<file path="config.mk">
export PLATFORM = sky130hd
export DESIGN_NAME = bsf_kernel
export DESIGN_NICKNAME = d
export VERILOG_FILES = /design/src/hdl/bsf_pkg.sv /design/src/hdl/bsf_kernel.sv
export SDC_FILE = /design/constraint.sdc
export NUM_CORES = 1
export LEC_CHECK = 0
export BUFFER_PORTS_ARGS = -buffer_cell sky130_fd_sc_hd__buf_2
export CAP_MARGIN = 20
export CELL_PAD_IN_SITES_DETAIL_PLACEMENT = 1
export CELL_PAD_IN_SITES_GLOBAL_PLACEMENT = 2
export CORE_ASPECT_RATIO = 0.8
export CORE_UTILIZATION = 30
export DETAILED_ROUTE_END_ITERATION = 12
export GPL_TIMING_DRIVEN = 0
export PLACE_DENSITY = 0.79
export SYNTH_ARGS = -nofsm -noshare
export SYNTH_HDL_FRONTEND = slang
export SYNTH_SLANG_ARGS = --single-unit
</file>
<file path="constraint.sdc">
create_clock -name vclk -period 18.8
set_clock_uncertainty 0.2 [all_clocks]
set_input_delay 0.94 -clock vclk [all_inputs]
set_output_delay 0.94 -clock vclk [all_outputs]
set_load 0.03 [all_outputs]
</file>
<file path="src/hdl/bsf_pkg.sv">
package bsf_pkg;

    // Image geometry and sample format.
    localparam int MAX_SIDE    = 1024;
    localparam int SAMPLE_BITS = 16;
    localparam int COORD_BITS  = $clog2(MAX_SIDE);
    localparam int SIDE_BITS   = COORD_BITS + 1;

    // Configuration register map (register index taken from paddr[2]).
    localparam logic REG_SIDE_IN_USE = 1'b0;
    localparam logic [SIDE_BITS-1:0] SIDE_RESET = SIDE_BITS'(MAX_SIDE);
    localparam logic [SIDE_BITS-1:0] SIDE_MIN   = SIDE_BITS'(2);

    typedef logic [SAMPLE_BITS-1:0] sample_t;
    typedef logic [COORD_BITS-1:0]  coord_t;
    typedef logic [SIDE_BITS-1:0]   side_t;

    // 3x3 window indexed [row][col]; row 2 is the newest row, col 2 the newest column.
    typedef sample_t [2:0][2:0] window_t;

    // Border handling for one kernel evaluation.
    typedef struct packed {
        logic top_edge;     // center row is row 0, top row replicated
        logic left_edge;    // center column is column 0, left column replicated
        logic bot_clamp;    // center row is the last row
        logic right_clamp;  // center column is the last column
    } tap_sel_t;

endpackage

</file>
<file path="src/hdl/bsf_kernel.sv">
module bsf_kernel (
    input  bsf_pkg::window_t  window,
    input  bsf_pkg::tap_sel_t sel,
    output bsf_pkg::sample_t  smoothed
);

    import bsf_pkg::*;

    logic [1:0]         row_idx [3];
    logic [1:0]         col_idx [3];
    sample_t            tap [3][3];
    logic [SAMPLE_BITS+1:0] row_sum [3];
    logic [SAMPLE_BITS+4:0] total;

    // Map the three kernel rows and columns onto window positions, replicating borders.
    always_comb
    begin
        row_idx[0] = (sel.bot_clamp || sel.top_edge) ? 2'd1 : 2'd0;
        row_idx[1] = sel.bot_clamp ? 2'd2 : 2'd1;
        row_idx[2] = 2'd2;
        col_idx[0] = (sel.right_clamp || sel.left_edge) ? 2'd1 : 2'd0;
        col_idx[1] = sel.right_clamp ? 2'd2 : 2'd1;
        col_idx[2] = 2'd2;
    end

    // Weighted sum 1-2-1 along each row, then 1-2-1 across rows.
    always_comb
    begin
        for (int i = 0; i < 3; i++)
        begin
            for (int j = 0; j < 3; j++)
            begin
                tap[i][j] = window[row_idx[i]][col_idx[j]];
            end
            row_sum[i] = (SAMPLE_BITS+2)'(tap[i][0]) + ((SAMPLE_BITS+2)'(tap[i][1]) << 1)
                       + (SAMPLE_BITS+2)'(tap[i][2]);
        end
        total = (SAMPLE_BITS+5)'(row_sum[0]) + ((SAMPLE_BITS+5)'(row_sum[1]) << 1)
              + (SAMPLE_BITS+5)'(row_sum[2]) + (SAMPLE_BITS+5)'(8);
    end

    // Divide by 16, rounding half up.
    assign smoothed = total[SAMPLE_BITS+3:4];

endmodule

</file>
==> metrics.yaml <==
dieArea_mm2: 0.0212
setup_violations: 0
fin_nets: 1177
timing.final.ws_setup_ns: 8.26
timing.fmax_ghz: 0.0949
syn_nets: 1012
fin_crit_sh_pct: 56.1
via_per_inst: 5.10
critPathKind: "in -> out"
rows: 46
antenna_cells: 0
seq_cells: 0
outcome: "finished, final reports clean"
area_delta_synth_final_pct: 18.5
dp.cells: 1146
ys_types: 54
instances_no_fill: 1146
syn_inst: 719
initial_utilization_pct: 31.0
drcViolationCount: 0
drive_gt1_share_pct: 26.6
tns_ns: 0
drv_slew: 0
hold_viol: 0
die_w_um: 163
grt_max_degree: 11
grt_pass1_wl_um: 37700
drt_wl_total_um: 24800
post-cts-setup-buffer-count: 0
cp-start-kind: "primary input"
ant_nets: 0
cp_common_cell: "fa_1"
clkbuf_count: 0
wl_per_cell_um: 21.7
synth_area_per_cell_um2: 8.62
critPathArrivalTime_ns: 9.40
overflow: 0
tightest_slew_ns: 1.08
drv_cap: 0
cp.required_ns: 17.66
dp_slack_ns: 8.31
die_y_um: 131
syn_area_mm2: 0.00620
port_buffers: 163
rsz0062_at_grt: "false"
via_count: 5846
grt_antenna_before_repair: 0
period_needed_ns: 10.54
hold_class: "in -> out"
ys_seq_area_share_pct: 0
post-dp-hpwl_um: 20700
cp_max_fo: 10
drtPass1Iterations: 4
regArea_um2: 0
grtUsageTotal_pct: 23.7
core_mm2: 0.0200
critPathCaptureType: "primary output"
critPathMaxStageDelay_ns: 0.82
maxSlewHeadroom_pct: 28.2
io_pins: 164
crit_slowest_cell: "buf_1"
yosysWarnings: 0
post_cts_resized: 0
grt_pass1_vias: 6275
hold_buffers: 0
dr.first_iter.drc_count: 293
routabilityCongestion: 0.900
layout make-up:
type               instances  area [um2]
multi-input cells        557        5570
inverters                127         477
well taps                264         330
plain buffers             35         153
repair buffers           163         816
fillers                 2534       12700
cell families after synthesis:
logic type | count (synthesis) | synth area share [%]
XOR/XNOR | 23 | 3.25
multiplexers | 121 | 22.1
AND/OR/NAND/NOR | 124 | 9.20
buffers and inverters | 162 | 10.2
adder cells (fa/ha/maj) | 145 | 40.6
AO/OA/AOI/OAI | 144 | 14.7
cell usage after synthesis (all sizes together), types with 2 or more instances:
cell | n | area, um2
clkbuf | 11 | 41.3
nor2b | 11 | 68.8
xor2 | 8 | 70.1
o21a | 10 | 75.1
ha | 51 | 638
o311a | 2 | 20.0
nand2 | 54 | 203
nor2 | 26 | 100
mux4 | 8 | 180
nand2b | 2 | 12.5
and2 | 2 | 15.0
o21ai | 51 | 255
nand4 | 5 | 31.3
o311ai | 2 | 17.5
inv | 127 | 477
and3 | 2 | 12.5
a21oi | 41 | 216
a31oi | 2 | 12.5
xnor2 | 15 | 131
a21o | 10 | 75.1
o41ai | 2 | 43.8
buf | 24 | 111
nor3 | 4 | 20.0
fa | 94 | 1880
o21bai | 2 | 15.0
nand3 | 12 | 60.1
mux2i | 68 | 681
a211oi | 10 | 75.1
mux2 | 45 | 507
stage by stage:
stage	hold WS [ns]	util, %	cell area, um2
floorplan	2.57	-	6200
global placement	2.88	36.7	7350
detailed placement	2.91	36.7	7350
CTS	2.91	36.7	7350
global route	2.98	36.7	7350
finish	2.87	36.7	7350
final timing paths:
path / cells after the start / start / end
max: 28 / sel[1] / smoothed[14]
min: 7 / window[127] / smoothed[15]
worst max-delay path: cells and delay by family:
| family | cells | cell delay, ns |
|---|---|---|
| compound gates | 9 | 2.05 |
| xor+xnor | 1 | 0.24 |
| fa+ha+maj | 7 | 3.20 |
| simple gates | 2 | 0.34 |
| buf+inv | 9 | 2.60 |
layer usage:
layer | share of wire (%) | track usage (%) | vias to the layer above
met5 | 0 | 0 | -
met4 | 2.3 | 4.95 | 0
met3 | 5.3 | 1.77 | 35
met2 | 42 | 36.7 | 200
met1 | 50 | 36.0 | 2855
li1 | - | - | 2756
cell usage in the layout (no fill, tap or decap), types with 25 or more instances in the layout:
| master | n |
|---|---|
| mux2_2 | 45 |
| nor2_1 | 25 |
| a21oi_1 | 38 |
| ha_1 | 51 |
| inv_1 | 127 |
| buf_2 | 174 |
| o21ai_0 | 50 |
| fa_1 | 94 |
| mux2i_1 | 68 |
| nand2_1 | 54 |
Power is left out: the tool's default activity adds up to more than one toggle a clock period on the data nets, which glitch-free logic cannot reach.
